File: config.mk
export PLATFORM = sky130hd
export DESIGN_NAME = dpu_front
export DESIGN_NICKNAME = d
export VERILOG_FILES = /design/src/design/dib_pixel_unpacker_assert.svh /design/src/design/dpu_pkg.sv /design/src/design/dpu_front.sv
export SDC_FILE = /design/constraint.sdc
export NUM_CORES = 1
export LEC_CHECK = 0
export ABC_AREA = 1
export ABC_CLOCK_PERIOD_IN_PS = 12350
export BUFFER_PORTS_ARGS = -buffer_cell sky130_fd_sc_hd__buf_4
export CAP_MARGIN = 40
export CORE_MARGIN = 4
export CORE_UTILIZATION = 50
export CTS_CLUSTER_SIZE = 8
export DETAILED_ROUTE_END_ITERATION = 10
export PLACE_DENSITY = 0.81
export SYNTH_ARGS = -nofsm -noshare
export SYNTH_HDL_FRONTEND = slang
export SYNTH_SLANG_ARGS = --single-unit
File: constraint.sdc
create_clock -name clk -period 12.35 [get_ports clk]
set_clock_uncertainty 0.05 [all_clocks]
set_input_delay 1.8525 -clock clk [delete_from_list [all_inputs] [get_ports clk]]
set_output_delay 1.8525 -clock clk [all_outputs]
set_load 0.005 [all_outputs]
File: src/design/dib_pixel_unpacker_assert.svh
// ----------------------------------------------------------------------------
// DIB pixel unpacker assertion macros
// Concurrent checks on the clock clk, disabled while arst_n is low.
// ----------------------------------------------------------------------------
`ifndef DIB_PIXEL_UNPACKER_ASSERT_SVH
`define DIB_PIXEL_UNPACKER_ASSERT_SVH

`ifndef NO_ASSERTIONS

`define DPU_ASSERT(name, prop, msg) \
	name: assert property (@(posedge clk) disable iff (!arst_n) prop) else $error(msg);

`define DPU_ASSERT_NEVER(name, cond, msg) \
	name: assert property (@(posedge clk) disable iff (!arst_n) !(cond)) else $error(msg);

`else

`define DPU_ASSERT(name, prop, msg)

`define DPU_ASSERT_NEVER(name, cond, msg)

`endif

`endif

File: src/design/dpu_pkg.sv
// ----------------------------------------------------------------------------
// DIB pixel unpacker package
// Shared constants, codes and the queue word between front and back.
// ----------------------------------------------------------------------------
package dpu_pkg;

	localparam int MAX_WIDTH     = 4096;
	localparam int PALETTE_DEPTH = 256;
	localparam int PAL_AW        = (PALETTE_DEPTH > 1) ? $clog2(PALETTE_DEPTH) : 1;
	localparam int WIDTH_CAP     = (MAX_WIDTH < 4096) ? MAX_WIDTH : 4096;
	localparam int HEIGHT_CAP    = 4096;

	localparam int Q_DEPTH = 4;
	localparam int Q_AW    = $clog2(Q_DEPTH);

	localparam int CFG_W   = 13;
	localparam int COORD_W = 12;
	localparam int POS_W   = 15;

	localparam logic [1:0] FMT_PAL8   = 2'd0;
	localparam logic [1:0] FMT_RGB555 = 2'd1;
	localparam logic [1:0] FMT_BGR24  = 2'd2;
	localparam logic [1:0] FMT_BGRA32 = 2'd3;

	localparam logic [1:0] REG_FORMAT = 2'd0;
	localparam logic [1:0] REG_WIDTH  = 2'd1;
	localparam logic [1:0] REG_HEIGHT = 2'd2;

	localparam logic REQ_PALETTE = 1'b0;
	localparam logic REQ_DATA    = 1'b1;

	localparam logic [7:0] ALPHA_OPAQUE = 8'hFF;
	localparam logic [4:0] CH5_MASK     = 5'h1F;

	typedef struct packed {
		logic               is_pal;
		logic [1:0]         fmt;
		logic [COORD_W-1:0] x;
		logic [COORD_W-1:0] y;
		logic               last;
		logic [23:0]        data;
		logic [7:0]         aux;
	} dpu_entry_t;

	typedef struct packed {
		logic full;
		logic empty;
	} dpu_q_status_t;

	function automatic logic [7:0] widen5(input logic [4:0] v);
		logic [4:0] m;
		m = v & CH5_MASK;
		return {m, m[4:2]};
	endfunction

endpackage

File: src/design/dpu_front.sv
// ----------------------------------------------------------------------------
// DIB pixel unpacker front
// Holds configuration, tracks the row position, gathers pixel bytes and
// pushes palette writes and completed pixels into the queue.
// ----------------------------------------------------------------------------
module dpu_front (
	input  logic                        clk,
	input  logic                        arst_n,
	input  logic                        cfg_wr_en,
	input  logic [1:0]                  cfg_index,
	input  logic [dpu_pkg::CFG_W-1:0]   cfg_data,
	input  logic                        in_valid,
	output logic                        in_stall,
	input  logic                        req_type,
	input  logic [7:0]                  palette_index,
	input  logic [7:0]                  palette_red,
	input  logic [7:0]                  palette_green,
	input  logic [7:0]                  palette_blue,
	input  logic [7:0]                  data_byte,
	input  dpu_pkg::dpu_q_status_t      q_status,
	output logic                        q_push,
	output dpu_pkg::dpu_entry_t         q_entry
);
	import dpu_pkg::*;

	logic [1:0]         fmt_q;
	logic [CFG_W-1:0]   width_q;
	logic [CFG_W-1:0]   height_q;
	logic [23:0]        pixel_q;
	logic [1:0]         phase_q;
	logic [POS_W-1:0]   pos_q;
	logic [COORD_W-1:0] col_q;
	logic [COORD_W-1:0] row_q;

	logic [CFG_W-1:0]   eff_w;
	logic [CFG_W-1:0]   eff_h;
	logic [POS_W-1:0]   w_ext;
	logic [POS_W-1:0]   row_len;
	logic [POS_W-1:0]   pitch;
	logic [POS_W-1:0]   pos_next;
	logic [CFG_W-1:0]   row_inc;
	logic [23:0]        merged;
	logic               accept;
	logic               is_data;
	logic               in_row;
	logic               complete;
	logic               row_end;
	logic               cfg_hit;

	always_comb begin
		if (width_q == '0) begin
			eff_w = CFG_W'(1);
		end else if (width_q > CFG_W'(WIDTH_CAP)) begin
			eff_w = CFG_W'(WIDTH_CAP);
		end else begin
			eff_w = width_q;
		end
		if (height_q == '0) begin
			eff_h = CFG_W'(1);
		end else if (height_q > CFG_W'(HEIGHT_CAP)) begin
			eff_h = CFG_W'(HEIGHT_CAP);
		end else begin
			eff_h = height_q;
		end
	end

	assign w_ext = POS_W'(eff_w);

	always_comb begin
		case (fmt_q)
			FMT_PAL8:   row_len = w_ext;
			FMT_RGB555: row_len = w_ext << 1;
			FMT_BGR24:  row_len = (w_ext << 1) + w_ext;
			FMT_BGRA32: row_len = w_ext << 2;
			default:    row_len = w_ext;
		endcase
		if (fmt_q == FMT_BGRA32) begin
			pitch = row_len;
		end else begin
			pitch = (row_len + POS_W'(3)) & ~POS_W'(3);
		end
	end

	always_comb begin
		case (phase_q)
			2'd0:    merged = pixel_q | {16'd0, data_byte};
			2'd1:    merged = pixel_q | {8'd0, data_byte, 8'd0};
			2'd2:    merged = pixel_q | {data_byte, 16'd0};
			default: merged = pixel_q;
		endcase
	end

	assign in_stall = q_status.full;
	assign accept   = in_valid && !in_stall;
	assign is_data  = (req_type == REQ_DATA);
	assign in_row   = (pos_q < row_len);
	assign complete = in_row && (phase_q == fmt_q);
	assign pos_next = pos_q + POS_W'(1);
	assign row_end  = (pos_next >= pitch);
	assign row_inc  = CFG_W'(row_q) + CFG_W'(1);
	assign cfg_hit  = cfg_wr_en &&
		(cfg_index == REG_FORMAT || cfg_index == REG_WIDTH || cfg_index == REG_HEIGHT);

	assign q_push = accept && (!is_data || complete);

	always_comb begin
		q_entry.is_pal = !is_data;
		q_entry.fmt    = fmt_q;
		q_entry.x      = col_q;
		q_entry.y      = COORD_W'(eff_h - CFG_W'(1) - CFG_W'(row_q));
		q_entry.last   = (CFG_W'(row_q) == eff_h - CFG_W'(1)) &&
			(CFG_W'(col_q) == eff_w - CFG_W'(1));
		q_entry.data   = is_data ? merged : {palette_red, palette_green, palette_blue};
		q_entry.aux    = is_data ? data_byte : palette_index;
	end

	always_ff @(posedge clk or negedge arst_n) begin
		if (!arst_n) begin
			fmt_q    <= FMT_BGR24;
			width_q  <= CFG_W'(1);
			height_q <= CFG_W'(1);
			pixel_q  <= '0;
			phase_q  <= '0;
			pos_q    <= '0;
			col_q    <= '0;
			row_q    <= '0;
		end else if (cfg_hit) begin
			case (cfg_index)
				REG_FORMAT: fmt_q    <= cfg_data[1:0];
				REG_WIDTH:  width_q  <= cfg_data;
				REG_HEIGHT: height_q <= cfg_data;
				default:    fmt_q    <= fmt_q;
			endcase
			pixel_q <= '0;
			phase_q <= '0;
			pos_q   <= '0;
			col_q   <= '0;
			row_q   <= '0;
		end else if (accept && is_data) begin
			if (row_end) begin
				pos_q   <= '0;
				col_q   <= '0;
				phase_q <= '0;
				pixel_q <= '0;
				row_q   <= (row_inc >= eff_h) ? '0 : row_inc[COORD_W-1:0];
			end else begin
				pos_q <= pos_next;
				if (complete) begin
					pixel_q <= '0;
					phase_q <= '0;
					col_q   <= col_q + COORD_W'(1);
				end else if (in_row) begin
					pixel_q <= merged;
					phase_q <= phase_q + 2'd1;
				end
			end
		end
	end

endmodule

==> qor.yml <==
routing:
  drc: 0
  num_vias: 9582
  wirelength_mm: 25.8
  vias_per_cell: 5.49
  routedWlPerCell_um: 14.8
  ant_nets: 0
  drtPass1Iterations: 6
  drtIter0Drc: 916
run:
  maxCapViolCount: 0
clock_network:
  clk_pin_slew_ns: 0.08
  tritoncts.num_buffers: 9
  insertion_delay_ns: 0.36
  post_cts_buffers: 0
  post_cts_resized: 0
  cts_buffer_depth: 2
  hold_buffers: 0
  htreeDepth: 3
  cts.sinks: 93
  cts_root_buf: "clkbuf_16"
  cts_tree: "built"
synthesis:
  synthTopCellsByArea: "dfrtp_1 (24%), nand2_1 (16%), ha_1 (12%), inv_1 (6.9%), nand3_1 (6.9%)"
  yosysTopAreaCellShare_pct: 24.3
  synth-seq-cells: 93
  synth_cell_types: 51
  ys.flop_type: "dfrtp_1"
  synth_nets: 1565
  seq_area_frac_synth_pct: 25.1
  avgSynthCellArea_um2: 6.57
  synth_edf_count: 0
  post-synth-top-count-cell: "nand2_1"
  synth_top_area_cell: "dfrtp_1"
  synth_common_cells: "nand2_1 (384), inv_1 (171), nand3_1 (128)"
  async_flop_share_pct: 100
  syn-cell-area_um2: 9280
  synth_warnings: 0
  syn_inst: 1412
global_route:
  globalRouteOverflowTotal: 0
  grt_pass1_wl_mm: 42.4
  grt_pass1_vias: 8897
  track_usage_pct: 24.8
  grt_max_degree: 63
  antenna_found_initial: 0
place:
  dpl.hpwl_mm: 20.2
  gp_congestion: 0.956
  io_buffers: 122
  post-place-ws_ns: 5.82
layout:
  layout-drive-gt1-share_pct: 12.8
  diodes: 0
  fill_cells: 1700
  area_growth_pct: 14.7
  nets: 1663
sta:
  setup_ws_ns: 5.35
  maxSlewHeadroom_pct: 43.9
  period_share_pct: 56.7
  fmax_ghz: 0.143
  worst_pin_slew_ns: 0.839
  setup_violations: 0
  period_needed_ns: 7.00
  final-hold-violation-count: 0
  rsz0062_at_grt: "no"
  slew_viol_final: 0
  tns_ns: 0
worst_setup_path:
  crit_type: "reg2out"
  startpoint_type: "flop"
  path_max_fanout: 34
  worstPathArrival_ns: 5.10
  end_kind: "output pin"
  cp.required_ns: 10.45
  reg2reg_depth: 37
worst_hold_path:
  min_path_type: "reg2reg"
  min_path_cells: 2
die:
  start_util_pct: 51.3
  coreArea_um2: 18100
  dieHeight_um: 144
  io_pins: 124
  num_rows: 49
  die_width_um: 144
  die_area_um2: 20800
run_status:
  status: "completed"
pwr:
  power_density_nw_per_um2: 162
  leakagePower_nw: 5.69
  ir_drop_mv: 0.126
## cells in the final DEF (no fill, tap or decap), drive strengths merged, types with 9 or more instances in the layout
cell    count
a21oi      43
buf       129
clkbuf      9
dfrtp      90
ha         89
inv       188
nand2     400
nand3     130
nand4      43
nor2      118
nor3       25
o21ai     130
xnor2       9
xor2       52
## critical path, cell delays in order (launching register included)
cell and delay, ns:
dfrtp_1 0.52, nor2_1 0.09, nand2_1 0.09, inv_2 0.03, nand2_1 0.11, nand2_4 0.24, nand2_1 0.30, inv_1 0.13
ha_1 0.27, fa_1 0.47, nand3_1 0.12, nand2_1 0.09, nand3_1 0.10, nand2_1 0.09, nand2_1 0.10, nand2_1 0.06
nand2_1 0.06, nand3_1 0.08, nand3_1 0.13, inv_1 0.08, ha_1 0.29, nand4_1 0.12, a31oi_1 0.06, a2111oi_0 0.44
buf_1 0.21, nand3_1 0.16, a21oi_1 0.17, buf_4 0.13
## kinds of logic (layout without fill, tap and decap cells)
kind of cell    Yosys count  count (layout)  synth area share (%)
fa+ha+maj                91              91                  12.4
compound gates          198             198                  11.5
xor+xnor                 61              61                  5.76
simple gates            737             737                  35.2
flops                    93              93                  25.1
other cells               2               2                0.0809
buf+inv                 230             333                  9.94
## per-stage QoR
stage	instances	utilization, %	total power, mW	hold slack (ns)	area [um^2]
4_1_cts	1744	58.9	1.72	0.429	10600
2_1_floorplan	1412	-	1.09	0.393	9280
3_5_place_dp	1728	57.2	1.44	0.410	10400
3_3_place_gp	1725	56.9	1.41	0.406	10300
5_1_grt	1744	58.9	1.88	0.445	10600
6_report	1744	58.9	1.73	0.427	10600
## routing by layer
| metal | up-vias | global-route usage [%] | wire length, um |
|---|---|---|---|
| li1 | 4787 | - | - |
| met1 | 4424 | 34.5 | 11600 |
| met2 | 325 | 40.2 | 11700 |
| met3 | 46 | 3.57 | 1860 |
| met4 | 0 | 7.81 | 586 |
| met5 | - | 0 | 0 |
## final cells by class
class                      count  area (um^2)  area share (%)
clock buffer                   9          225            2.12
sequential                    93         2330            21.9
tap                          229          287            2.69
clock inverter                 7         66.3           0.623
timing repair buffer         129         1000            9.44
multi-input combinational   1089         6020            56.6
inverter                     188          706            6.63
## worst paths after layout
check | endpoint | slack (ns) | startpoint
worst max-delay path | q_push | 5.35 | width_q[8]
worst min-delay path | pixel_q[2] | 0.43 | pixel_q[2]
worst max register to register | col_q[11] | 5.93 | width_q[8]
worst min register to register | pixel_q[2] | 0.43 | pixel_q[2]
max in group asynchronous | width_q[0] | 9.99 | arst_n
min in group asynchronous | pos_q[13] | 1.32 | arst_n
## sequential cells by signal (all words and copies together) (netlist names)
name and cells:
col_q 12, fmt_q 2, height_q 13, phase_q 2
pixel_q 24, pos_q 15, row_q 12, width_q 13
## power by group
group / internal, mW / switching [mW] / total (mW) / leakage, nW
Sequential: 0.361 / 0.0670 / 0.428 / 1.24
Combinational: 0.408 / 0.613 / 1.02 / 4.31
Clock: 0.142 / 0.136 / 0.278 / 0.142
Total: 0.911 / 0.817 / 1.73 / 5.69
Note: power is estimated with default switching activity, not from simulation.
