### src/design/dib_pixel_unpacker_assert.svh
// ----------------------------------------------------------------------------
// DIB pixel unpacker assertion macros
// Concurrent checks on the clock clk, disabled while arst_n is low.
// ----------------------------------------------------------------------------
`ifndef DIB_PIXEL_UNPACKER_ASSERT_SVH
`define DIB_PIXEL_UNPACKER_ASSERT_SVH

`ifndef NO_ASSERTIONS

`define DPU_ASSERT(name, prop, msg) \
	name: assert property (@(posedge clk) disable iff (!arst_n) prop) else $error(msg);

`define DPU_ASSERT_NEVER(name, cond, msg) \
	name: assert property (@(posedge clk) disable iff (!arst_n) !(cond)) else $error(msg);

`else

`define DPU_ASSERT(name, prop, msg)

`define DPU_ASSERT_NEVER(name, cond, msg)

`endif

`endif

### src/design/dpu_pkg.sv
// ----------------------------------------------------------------------------
// DIB pixel unpacker package
// Shared constants, codes and the queue word between front and back.
// ----------------------------------------------------------------------------
package dpu_pkg;

	localparam int MAX_WIDTH     = 4096;
	localparam int PALETTE_DEPTH = 256;
	localparam int PAL_AW        = (PALETTE_DEPTH > 1) ? $clog2(PALETTE_DEPTH) : 1;
	localparam int WIDTH_CAP     = (MAX_WIDTH < 4096) ? MAX_WIDTH : 4096;
	localparam int HEIGHT_CAP    = 4096;

	localparam int Q_DEPTH = 4;
	localparam int Q_AW    = $clog2(Q_DEPTH);

	localparam int CFG_W   = 13;
	localparam int COORD_W = 12;
	localparam int POS_W   = 15;

	localparam logic [1:0] FMT_PAL8   = 2'd0;
	localparam logic [1:0] FMT_RGB555 = 2'd1;
	localparam logic [1:0] FMT_BGR24  = 2'd2;
	localparam logic [1:0] FMT_BGRA32 = 2'd3;

	localparam logic [1:0] REG_FORMAT = 2'd0;
	localparam logic [1:0] REG_WIDTH  = 2'd1;
	localparam logic [1:0] REG_HEIGHT = 2'd2;

	localparam logic REQ_PALETTE = 1'b0;
	localparam logic REQ_DATA    = 1'b1;

	localparam logic [7:0] ALPHA_OPAQUE = 8'hFF;
	localparam logic [4:0] CH5_MASK     = 5'h1F;

	typedef struct packed {
		logic               is_pal;
		logic [1:0]         fmt;
		logic [COORD_W-1:0] x;
		logic [COORD_W-1:0] y;
		logic               last;
		logic [23:0]        data;
		logic [7:0]         aux;
	} dpu_entry_t;

	typedef struct packed {
		logic full;
		logic empty;
	} dpu_q_status_t;

	function automatic logic [7:0] widen5(input logic [4:0] v);
		logic [4:0] m;
		m = v & CH5_MASK;
		return {m, m[4:2]};
	endfunction

endpackage

### src/design/dpu_fifo.sv
// ----------------------------------------------------------------------------
// DIB pixel unpacker queue
// Short register queue that decouples the front from the back.
// ----------------------------------------------------------------------------
module dpu_fifo (
	input  logic                   clk,
	input  logic                   arst_n,
	input  logic                   push,
	input  dpu_pkg::dpu_entry_t    wr_entry,
	input  logic                   pop,
	output dpu_pkg::dpu_entry_t    rd_entry,
	output dpu_pkg::dpu_q_status_t status
);
	import dpu_pkg::*;

	dpu_entry_t      slot_q [Q_DEPTH];
	logic [Q_AW-1:0] wr_ptr_q;
	logic [Q_AW-1:0] rd_ptr_q;
	logic [Q_AW:0]   count_q;

	assign status.full  = (count_q == (Q_AW+1)'(Q_DEPTH));
	assign status.empty = (count_q == '0);
	assign rd_entry     = slot_q[rd_ptr_q];

	always_ff @(posedge clk) begin
		if (push) begin
			slot_q[wr_ptr_q] <= wr_entry;
		end
	end

	always_ff @(posedge clk or negedge arst_n) begin
		if (!arst_n) begin
			wr_ptr_q <= '0;
			rd_ptr_q <= '0;
			count_q  <= '0;
		end else begin
			if (push) begin
				wr_ptr_q <= wr_ptr_q + Q_AW'(1);
			end
			if (pop) begin
				rd_ptr_q <= rd_ptr_q + Q_AW'(1);
			end
			case ({push, pop})
				2'b10:   count_q <= count_q + (Q_AW+1)'(1);
				2'b01:   count_q <= count_q - (Q_AW+1)'(1);
				default: count_q <= count_q;
			endcase
		end
	end

endmodule

### config.mk
export PLATFORM = sky130hd
export DESIGN_NAME = dpu_fifo
export DESIGN_NICKNAME = d
export VERILOG_FILES = /design/src/design/dib_pixel_unpacker_assert.svh /design/src/design/dpu_pkg.sv /design/src/design/dpu_fifo.sv
export SDC_FILE = /design/constraint.sdc
export NUM_CORES = 1
export LEC_CHECK = 0
export ABC_AREA = 0
export BUFFER_PORTS_ARGS = -buffer_cell sky130_fd_sc_hd__buf_4
export CAP_MARGIN = 10
export CORE_MARGIN = 2
export CORE_UTILIZATION = 61
export CTS_CLUSTER_SIZE = 20
export DETAILED_ROUTE_END_ITERATION = 6
export PLACE_DENSITY = 0.81
export REMOVE_ABC_BUFFERS = 1
export SYNTH_ARGS = -nofsm -noshare
export SYNTH_HDL_FRONTEND = slang
export SYNTH_SLANG_ARGS = --single-unit
### constraint.sdc
create_clock -name clk -period 3.8 [get_ports clk]
set_input_delay 0.19 -clock clk [delete_from_list [all_inputs] [get_ports clk]]
set_output_delay 0.19 -clock clk [all_outputs]
set_load 0.005 [all_outputs]
==> results of run 1 <==
==> stage by stage <==
step / worst slack [ns] / total power (uW) / hold slack (ns) / util [%]
floorplan: 0.469 / 5100 / -0.106 / -
global placement: 1.66 / 6130 / 0.00684 / 69.8
detailed placement: 1.66 / 6180 / 0.0136 / 69.8
CTS: 1.11 / 8540 / 0.0245 / 79.4
global route: 1.03 / 8820 / 0.0565 / 79.4
finish: 1.19 / 8450 / 0.0561 / 79.4
==> Yosys cell counts, drive strengths merged <==
cell type    n
and2         4
and3         1
buf         13
clkbuf       1
dfrtp        7
edfxtp     240
fa           1
ha           5
inv          6
mux4        60
nand2        3
nor2         1
nor3         1
o21ai        2
xnor2        2
xor2         4
==> flip-flops by register name (all words and copies together) (netlist names) <==
signal    flops
rd_ptr_q      2
slot_q      240
wr_ptr_q      2
count_q       3
==> layer usage <==
layer	GRT usage (%)	vias up	wire [um]
met4	6.08	0	394
li1	-	1894	-
met3	4.30	38	977
met2	34.5	142	8090
met5	0	-	0
met1	27.9	2187	6610
==> worst paths after layout <==
check / cells past startpoint / startpoint / to / slack, ns
max: 3 / rd_ptr_q[1] / rd_entry[9] / 1.19
min: 2 / arst_n / rd_ptr_q[0] / 0.06
max reg2reg: 3 / wr_ptr_q[0] / slot_q[0][16] / 1.98
min reg2reg: 1 / count_q[2] / count_q[2] / 0.49
max in group asynchronous: 2 / arst_n / rd_ptr_q[0] / 3.60
min in group clk: 2 / wr_entry[1] / slot_q[2][1] / 0.43
==> cell families (layout without fill, tap and decap cells) <==
family,Yosys count,in the layout,share of synthesized area [%]
compound gates,2,2,0.110
xor+xnor,6,6,0.576
fa+ha+maj,6,6,0.905
buf+inv,20,239,2.06
flops,247,247,80.9
mux,60,60,14.9
simple gates,10,10,0.562
==> power groups by stage <==
stage	Combinational [uW]	Sequential (uW)	Clock, uW
2_1_floorplan	1150	3950	0
3_3_place_gp	2230	3890	0
3_5_place_dp	2250	3930	0
4_1_cts	2320	3880	2340
5_1_grt	2460	3920	2440
6_report	2270	3870	2310
==> layout make-up <==
class / count / area, um^2
clock buffers: 32 / 672
clock inverters: 10 / 109
fillers: 722 / 3000
inverters: 6 / 22.5
multi-input cells: 84 / 1570
flip-flops and latches: 247 / 7390
well taps: 184 / 230
repair buffers: 191 / 1600
==> worst max-delay path, delay by kind of cell (launching register included) <==
family,cells,cell delay [ns]
DFF,1,0.91
buffers and inverters,2,0.62
muxes,1,0.37
==> metrics.md, run 1 <==
| Metric | Value |
|---|---|
| Synthesized instance count | about 350 |
| Layout cell share with drive strength beyond 1 | 39.8% |
| Pwr/cell area | between 700 and 800 nW/um^2 |
| GRT Total Usage | 20.5% |
| First-pass GRT wire length | roughly 25,000 um |
| Synth warnings | 0 |
| Final Instance Area | between 10,000 and 15,000 um^2 |
| Max-cap violations | 0 |
| Clk_skew | roughly 0.012 ns |
| Leading cell type in the layout, fill and taps excluded | edfxtp_1 |
| Tmin final | 2.61 ns |
| Largest net degree at the start of global routing | 61 |
| Worst-Skew Late Latency | 0.51 ns |
| Yosys reg bits | between 200 and 250 |
| Root Buffer | clkbuf_16 |
| # setup viols final | 0 |
| Initial drt markers | around 280 |
| Run status | finished, final reports clean |
| Pint | 6270 uW |
| Synth cell types | 19 |
| Rows | 44 |
| Die W | between 100 and 150 um |
| Area grow syn2layout | 27.0% |
| Clock tree buffer depth | 3 |
| Post-route clock period utilization | 68.6% |
| Final Max Slew Viols | 0 |
| Clk pwr share | 27.3% |
| Seq pwr share | 45.8% |
| Finished Layout Cells | 754 |
| Syn Area/Cell | 26.0 um^2 |
| H-tree lvl count | 1 |
| Hold crit path type | input port to async pin |
| Critical path endpoint category | output pin |
| Via density per instance | 5.65 |
| Die height | 126 um |
| Sequential area share after synthesis | 80.9% |
| Diode count | 0 |
| Most frequent cells in the layout | edfxtp_1, buf_4, dlygate4sd3_1 |
| Hpwl dp | 8600 um |
| Dpl cells | roughly 650 |
| Crit-path cells | buf_4 > mux4_2 > buf_4 |
| Post-Place Cell Area | around 10,000 um^2 |
| CTS tree | built |
| Switching fraction of total power | 25.7% |
| Core area | 14,600 um^2 |
| Syn Std Cell Area | slightly above 9000 um^2 |
| Startpoint Class | flop |
| Final routed DRC violation total | 0 |
| Slew of the pin with the lowest slew margin | between 0.9 and 1 ns |
| CP most frequent cell | buf_4 |
| Largest area contributor in the netlist | edfxtp_1 |
| Cts bufs inserted | 24 |
| Cts repair resizes | 0 |
| Initial antenna violation count | 0 |
| Slowest CP cell | dfrtp_2 |
| CP max stage delay | 0.91 ns |
| Critical path type | flop to output pin |
| Fmax | between 300 and 400 MHz |
| Die area | 16,000 um^2 |
| Final GP Congestion | 0.694 |
| Clock transition at the registers of the reported paths | 0.06 ns |
| Vias | about 4,300 |
| DR WL/cell | roughly 21 um |
| Initial Util | 62.5% |
| Max_slew headroom | between 30% and 40% |
| TNS Setup | 0 ns |
| Maximum VDD drop | 0.000520 V |
| Grt total ovfl | 0 |
| RSZ-0062 raised after global routing | false |
| Routed Wire Length | 16,100 um |
| Vias in the first global route | 4,692 |
| # hold bufs at CTS | between 60 and 70 |
| # port buffers | 125 |
| CP required | 3.61 ns |
| # Post-CTS Setup Buffers | 0 |
| Fin. Hold Viols | 0 |
| Crit path max fanout | 33 |
| I/O pin cnt | about 130 |
| Gate power share | 26.9% |
| Switching power | 2170 uW |
| Synth top area cells | edfxtp_1, mux4_2, dfrtp_1 |
| CTS sink cnt | 247 |
| Yosys top cell area share | 79.0% |
| Leakage | 0.00406 uW |
| Drt first pass iters | 4 |
| WP data arrival | around 2.4 ns |
| Fin nets | 624 |
| Post-DRT Antenna Nets | 0 |
No activity file was read; power rests on OpenSTA's default activity.
==> run 2, diff against run 1 <==
Settings changed: CORE_UTILIZATION 61 to 51, PLACE_DENSITY 0.81 to 0.72.
Clock period 3.8 ns to 2.3 ns, I/O delays scaled along.
==> metrics.md, run 2 (synthesis gave the netlist of run 1 again) <==
| Metric | Value |
|---|---|
| # port buffers | 125 (unchanged) |
| Critical path type | flop to output pin (unchanged) |
| Final Max Slew Viols | 0 (unchanged) |
| Crit-path cells | buf_12 > mux4_2 > buf_4 (was buf_4 > mux4_2 > buf_4) |
| Initial drt markers | 244 (was 277) |
| CTS sink cnt | 247 (unchanged) |
| Leakage | 0.00414 uW (was 0.00406 uW) |
| TNS Setup | 0 ns (unchanged) |
| Startpoint Class | flop (unchanged) |
| Clk_skew | 0.0128 ns (was 0.0119 ns) |
| GRT Total Usage | 18.2% (was 20.5%) |
| Initial Util | 52.4% (was 62.5%) |
| Finished Layout Cells | 814 (was 754) |
| CTS tree | built (unchanged) |
| WP data arrival | 2.03 ns (was 2.42 ns) |
| Tmin final | 2.15 ns |
| Layout cell share with drive strength beyond 1 | 40.0% (was 39.8%) |
| Worst-Skew Late Latency | 0.50 ns (was 0.51 ns) |
| I/O pin cnt | 126 (unchanged) |
| DR WL/cell | 20.8 um (was 21.3 um) |
| Fin. Hold Viols | 0 (unchanged) |
| Clock tree buffer depth | 3 (unchanged) |
| Dpl cells | 703 (was 649) |
| First-pass GRT wire length | 25,500 um (was 25,100 um) |
| Fin nets | 641 (was 624) |
| Total Power | 14,000 uW (was 8450 uW) |
| Run status | finished, final reports clean (unchanged) |
| Die area | 19,000 um^2 (was 16,000 um^2) |
| Max_slew headroom | 69.0% (was 38.3%) |
| Hold crit path type | input port to flop (was input port to async pin) |
| Post-route clock period utilization | 93.4% |
| Post-DRT Antenna Nets | 0 (unchanged) |
| Final GP Congestion | 0.725 (was 0.694) |
| Vias | 4,387 (was 4,261) |
| Hpwl dp | 10,100 um (was 8600 um) |
| Worst hold slack | 0.359 ns (was 0.0561 ns) |
| Routed Wire Length | 16,900 um (was 16,100 um) |
| Largest regs | slot_q: 240 flops, count_q: 3 flops (unchanged) |
| Die W | 138 um (was 126 um) |
| Leading cell type in the layout, fill and taps excluded | edfxtp_1 (unchanged) |
| # setup viols final | 0 (unchanged) |
| Largest net degree at the start of global routing | 51 (was 61) |
| CP required | 2.18 ns (was 3.61 ns) |
| Most frequent cells in the layout | edfxtp_1, buf_4, dlygate4sd3_1 (unchanged) |
| H-tree lvl count | 1 (unchanged) |
| Vias in the first global route | 4,716 (was 4,692) |
| Final routed DRC violation total | 0 (unchanged) |
| Pwr/cell area | 1190 nW/um^2 (was 729 nW/um^2) |
| RSZ-0062 raised after global routing | false (unchanged) |
| Core area | 17,400 um^2 (was 14,600 um^2) |
| Rows | 48 (was 44) |
| Cts bufs inserted | 24 (unchanged) |
| Fmax | 465 MHz |
| Die height | 138 um (was 126 um) |
| Slowest CP cell | dfrtp_2 (unchanged) |
| Via density per instance | 5.39 (was 5.65) |
| Root Buffer | clkbuf_16 (unchanged) |
| CP max stage delay | 0.57 ns (was 0.91 ns) |
| Critical path endpoint category | output pin (unchanged) |
| Clock transition at the registers of the reported paths | 0.06 ns (about the same) |
| Largest Register | slot_q (unchanged) |
| Drt first pass iters | 4 (unchanged) |
| Slew of the pin with the lowest slew margin | 0.465 ns (was 0.925 ns) |
| Maximum VDD drop | 0.000951 V (was 0.000520 V) |
| Max FFs per register | 240 (unchanged) |
| Max-cap violations | 0 (unchanged) |
| Grt total ovfl | 0 (unchanged) |
| Initial antenna violation count | 1 (was 0) |
| Crit path max fanout | 50 (was 33) |
| Area grow syn2layout | 29.1% (was 27.0%) |
[run 2: cell count changes in the layout (fill, tap and decap cells not counted)]
cell / previous run / this run
clkinvlp_4: 3 / 0
inv_6: 1 / 0
clkbuf_8: 2 / 0
buf_12: 1 / 6
buf_4: 127 / 138
clkinv_1: 2 / 3
clkinv_2: 2 / 1
diode_2: 0 / 1
bufinv_16: 2 / 1
dlygate4sd3_1: 63 / 64
clkbuf_1: 5 / 13
[run 2: area by class of cell]
cell class              count  area (um^2)
flip-flops and latches    247         7390
fillers                  1132         5640
repair buffers            208         1800
multi-input cells          84         1570
clock buffers              38          674
well taps                 225          282
clock inverters             5         46.3
inverters                   6         22.5
diodes                      1         2.50
[run 2: worst max-delay path: cells and delay by family (launching register included)]
family   cells  cell delay, ns
mux          1            0.41
flops        1            0.57
buf+inv      2            0.47
[run 2: final timing paths]
path	startpoint	end	slack (ns)	cells past startpoint
worst max-delay path	rd_ptr_q[1]	rd_entry[16]	0.15	3
worst min-delay path	wr_entry[34]	slot_q[3][34]	0.36	2
worst max register to register	wr_ptr_q[1]	slot_q[1][42]	0.61	4
worst min register to register	count_q[0]	count_q[0]	0.51	1
max in group asynchronous	arst_n	rd_ptr_q[0]	1.40	3
min in group asynchronous	arst_n	wr_ptr_q[0]	0.60	3
[run 2: timing repair]
item / in CTS / in global routing
setup buffers: 3 / 0
setup endpoints to repair: 3 / 0
gates resized for setup: 0 / 0
hold buffers: 64 / 0
hold endpoints to repair: 251 / 0
[run 2: power breakdown]
| group | internal [uW] | switching (uW) |
|---|---|---|
| Sequential | 5890 | 283 |
| Combinational | 2380 | 1870 |
| Clock | 2110 | 1470 |
| Total | 10400 | 3630 |
[run 2: layer usage]
| layer | vias up | track usage (%) | wire length, um |
|---|---|---|---|
| met5 | - | 0 | 0 |
| met4 | 0 | 3.68 | 207 |
| met3 | 22 | 3.50 | 881 |
| met2 | 129 | 32.2 | 8940 |
| met1 | 2299 | 23.8 | 6870 |
| li1 | 1937 | - | - |
[run 2: per-stage QoR]
stage	util [%]	instance area, um^2	setup slack (ns)
floorplan	-	8960	-0.956
global placement	59.7	10400	0.527
detailed placement	59.7	10400	0.528
CTS	67.6	11800	0.140
global route	67.6	11800	0.0968
finish	67.6	11800	0.151
==> run 3, diff against run 2 <==
Settings changed: CORE_UTILIZATION 51 to 59, CTS_BUF_LIST from default to sky130_fd_sc_hd__clkbuf_8, PLACE_DENSITY 0.72 to 0.79.
Clock period 2.3 ns to 2.26 ns, I/O delays scaled along.
==> metrics.md, run 3 (synthesis gave the netlist of run 1 again) <==
| Metric | Value |
|---|---|
| Hpwl dp | 10,200 um (was 10,100 um) |
| Grt total ovfl | 0 (unchanged) |
| Drt first pass iters | 4 (unchanged) |
| Clk_skew | 0.0240 ns (was 0.0128 ns) |
| Fin. Hold Viols | 0 (unchanged) |
| Pwr/cell area | 1190 nW/um^2 (about the same) |
| Final routed DRC violation total | 0 (unchanged) |
| First-pass GRT wire length | 26,500 um (was 25,500 um) |
| # setup viols final | 0 (unchanged) |
| Root Buffer | clkbuf_8 (was clkbuf_16) |
| Tmin final | 2.10 ns |
| Dpl ws | 0.472 ns (was 0.528 ns) |
| Layout cell share with drive strength beyond 1 | 41.3% (was 40.0%) |
| Run status | finished, final reports clean (unchanged) |
| # port buffers | 125 (unchanged) |
| Fin nets | 657 (was 641) |
| Maximum VDD drop | 0.000806 V (was 0.000951 V) |
| Total Power | 13,900 uW (was 14,000 uW) |
| I/O pin cnt | 126 (unchanged) |
| Startpoint Class | flop (unchanged) |
| Final Worst Setup Slack | 0.160 ns (was 0.151 ns) |
| Core area | 15,100 um^2 (was 17,400 um^2) |
| CTS sink cnt | 247 (unchanged) |
| CP required | 2.15 ns (was 2.18 ns) |
| Largest regs | slot_q: 240 flops, count_q: 3 flops (unchanged) |
| Max_slew headroom | 68.5% (was 69.0%) |
| CTS tree | built (unchanged) |
| Worst setup path end | rd_entry[41] (was rd_entry[16]) |
| Hold crit path type | input port to flop (unchanged) |
| Die area | 16,500 um^2 (was 19,000 um^2) |
| Slew of the pin with the lowest slew margin | 0.472 ns (was 0.465 ns) |
| Largest Register | slot_q (unchanged) |
| Largest net degree at the start of global routing | 37 (was 51) |
| Critical path endpoint category | output pin (unchanged) |
| Rows | 45 (was 48) |
| Leading cell type in the layout, fill and taps excluded | edfxtp_1 (unchanged) |
| Post-route clock period utilization | 92.9% |
| Initial Util | 60.2% (was 52.4%) |
| Critical R2R Launch | wr_ptr_q[0] (was wr_ptr_q[1]) |
| Fmax | 476 MHz |
| GRT Total Usage | 21.8% (was 18.2%) |
| Crit path max fanout | 11 (was 50) |
| Final GP Congestion | 0.749 (was 0.725) |
| Final Max Slew Viols | 0 (unchanged) |
| Max-cap violations | 0 (unchanged) |
| Clock transition at the registers of the reported paths | 0.06 ns (about the same) |
| Critical path type | flop to output pin (unchanged) |
| Cts repair resizes | 0 (unchanged) |
| Worst r2r path cells | 4 (unchanged) |
| Clock tree buffer depth | 3 (unchanged) |
| DR WL/cell | 21.5 um (was 20.8 um) |
| Max FFs per register | 240 (unchanged) |
| Initial drt markers | 249 (was 244) |
| WP data arrival | 1.99 ns (was 2.03 ns) |
| Vias | 4,434 (was 4,387) |
| Most frequent cells in the layout | edfxtp_1, buf_4, dlygate4sd3_1 (unchanged) |
| Post-Place Cell Area | 10,400 um^2 (about the same) |
| Setup slack, reg-to-reg | 0.58 ns (was 0.61 ns) |
| Leakage | 0.00420 uW (was 0.00414 uW) |
| Worst hold slack | 0.337 ns (was 0.359 ns) |
| Routed Wire Length | 17,300 um (was 16,900 um) |
| Worst-Skew Late Latency | 0.52 ns (was 0.50 ns) |
| Reg-to-Reg End | slot_q[0][4] (was slot_q[1][42]) |
| Die height | 128 um (was 138 um) |
| Vias in the first global route | 4,830 (was 4,716) |
| Die W | 128 um (was 138 um) |
| Area grow syn2layout | 28.4% (was 29.1%) |
| TNS Setup | 0 ns (unchanged) |
| Crit path launch | rd_ptr_q[0] (was rd_ptr_q[1]) |
| Initial antenna violation count | 1 (unchanged) |
| Via density per instance | 5.51 (was 5.39) |
| RSZ-0062 raised after global routing | false (unchanged) |
| H-tree lvl count | 2 (was 1) |
| Cts bufs inserted | 40 (was 24) |
| Final Instance Area | 11,700 um^2 (was 11,800 um^2) |
| Post-DRT Antenna Nets | 0 (unchanged) |
[run 3: worst min-delay path by stage]
| stage | to | cells past startpoint | startpoint |
|---|---|---|---|
| global route | slot_q[3][50] | 2 | wr_entry[50] |
| floorplan | count_q[0] | 0 | arst_n |
| global placement | count_q[2] | 1 | arst_n |
| finish | slot_q[3][29] | 2 | wr_entry[29] |
| detailed placement | count_q[1] | 1 | arst_n |
| CTS | slot_q[1][49] | 2 | wr_entry[49] |
[run 3: routing by layer]
metal	track usage [%]	wire length, um	vias up
li1	-	-	1975
met1	28.7	7000	2247
met2	36.3	8850	171
met3	5.65	1040	41
met4	7.37	420	0
met5	0	0	-
[run 3: cell type report]
| class | instances | area, um^2 |
|---|---|---|
| sequential | 247 | 7390 |
| fill | 809 | 3430 |
| timing repair buffer | 208 | 1820 |
| multi-input combinational | 84 | 1570 |
| clock buffer | 41 | 564 |
| tap | 188 | 235 |
| clock inverter | 29 | 115 |
| inverter | 6 | 22.5 |
| antenna | 1 | 2.50 |
[run 3: through the flow]
step | util (%) | cells
after floorplan | - | 337
after global placement | 68.5 | 667
after detailed placement | 68.5 | 667
after CTS | 77.3 | 803
after global routing | 77.3 | 803
final | 77.3 | 804
[run 3: worst max-delay path: stages, from the launching register on]
cell and delay [ns]:
dfrtp_4 0.48, buf_4 0.26, mux4_2 0.56, buf_4 0.16
[run 3: where the power goes]
part | switching (uW) | internal [uW] | leakage (uW)
Combinational | 1870 | 2460 | 0.00152
Clock | 1600 | 1680 | 0.000397
Sequential | 319 | 6000 | 0.00229
[run 3: repair_timing]
action / in CTS / in global routing
endpoints found under the setup margin: 42 / 0
hold buffers: 64 / 0
hold endpoints to repair: 252 / 0
setup buffers: 2 / 0
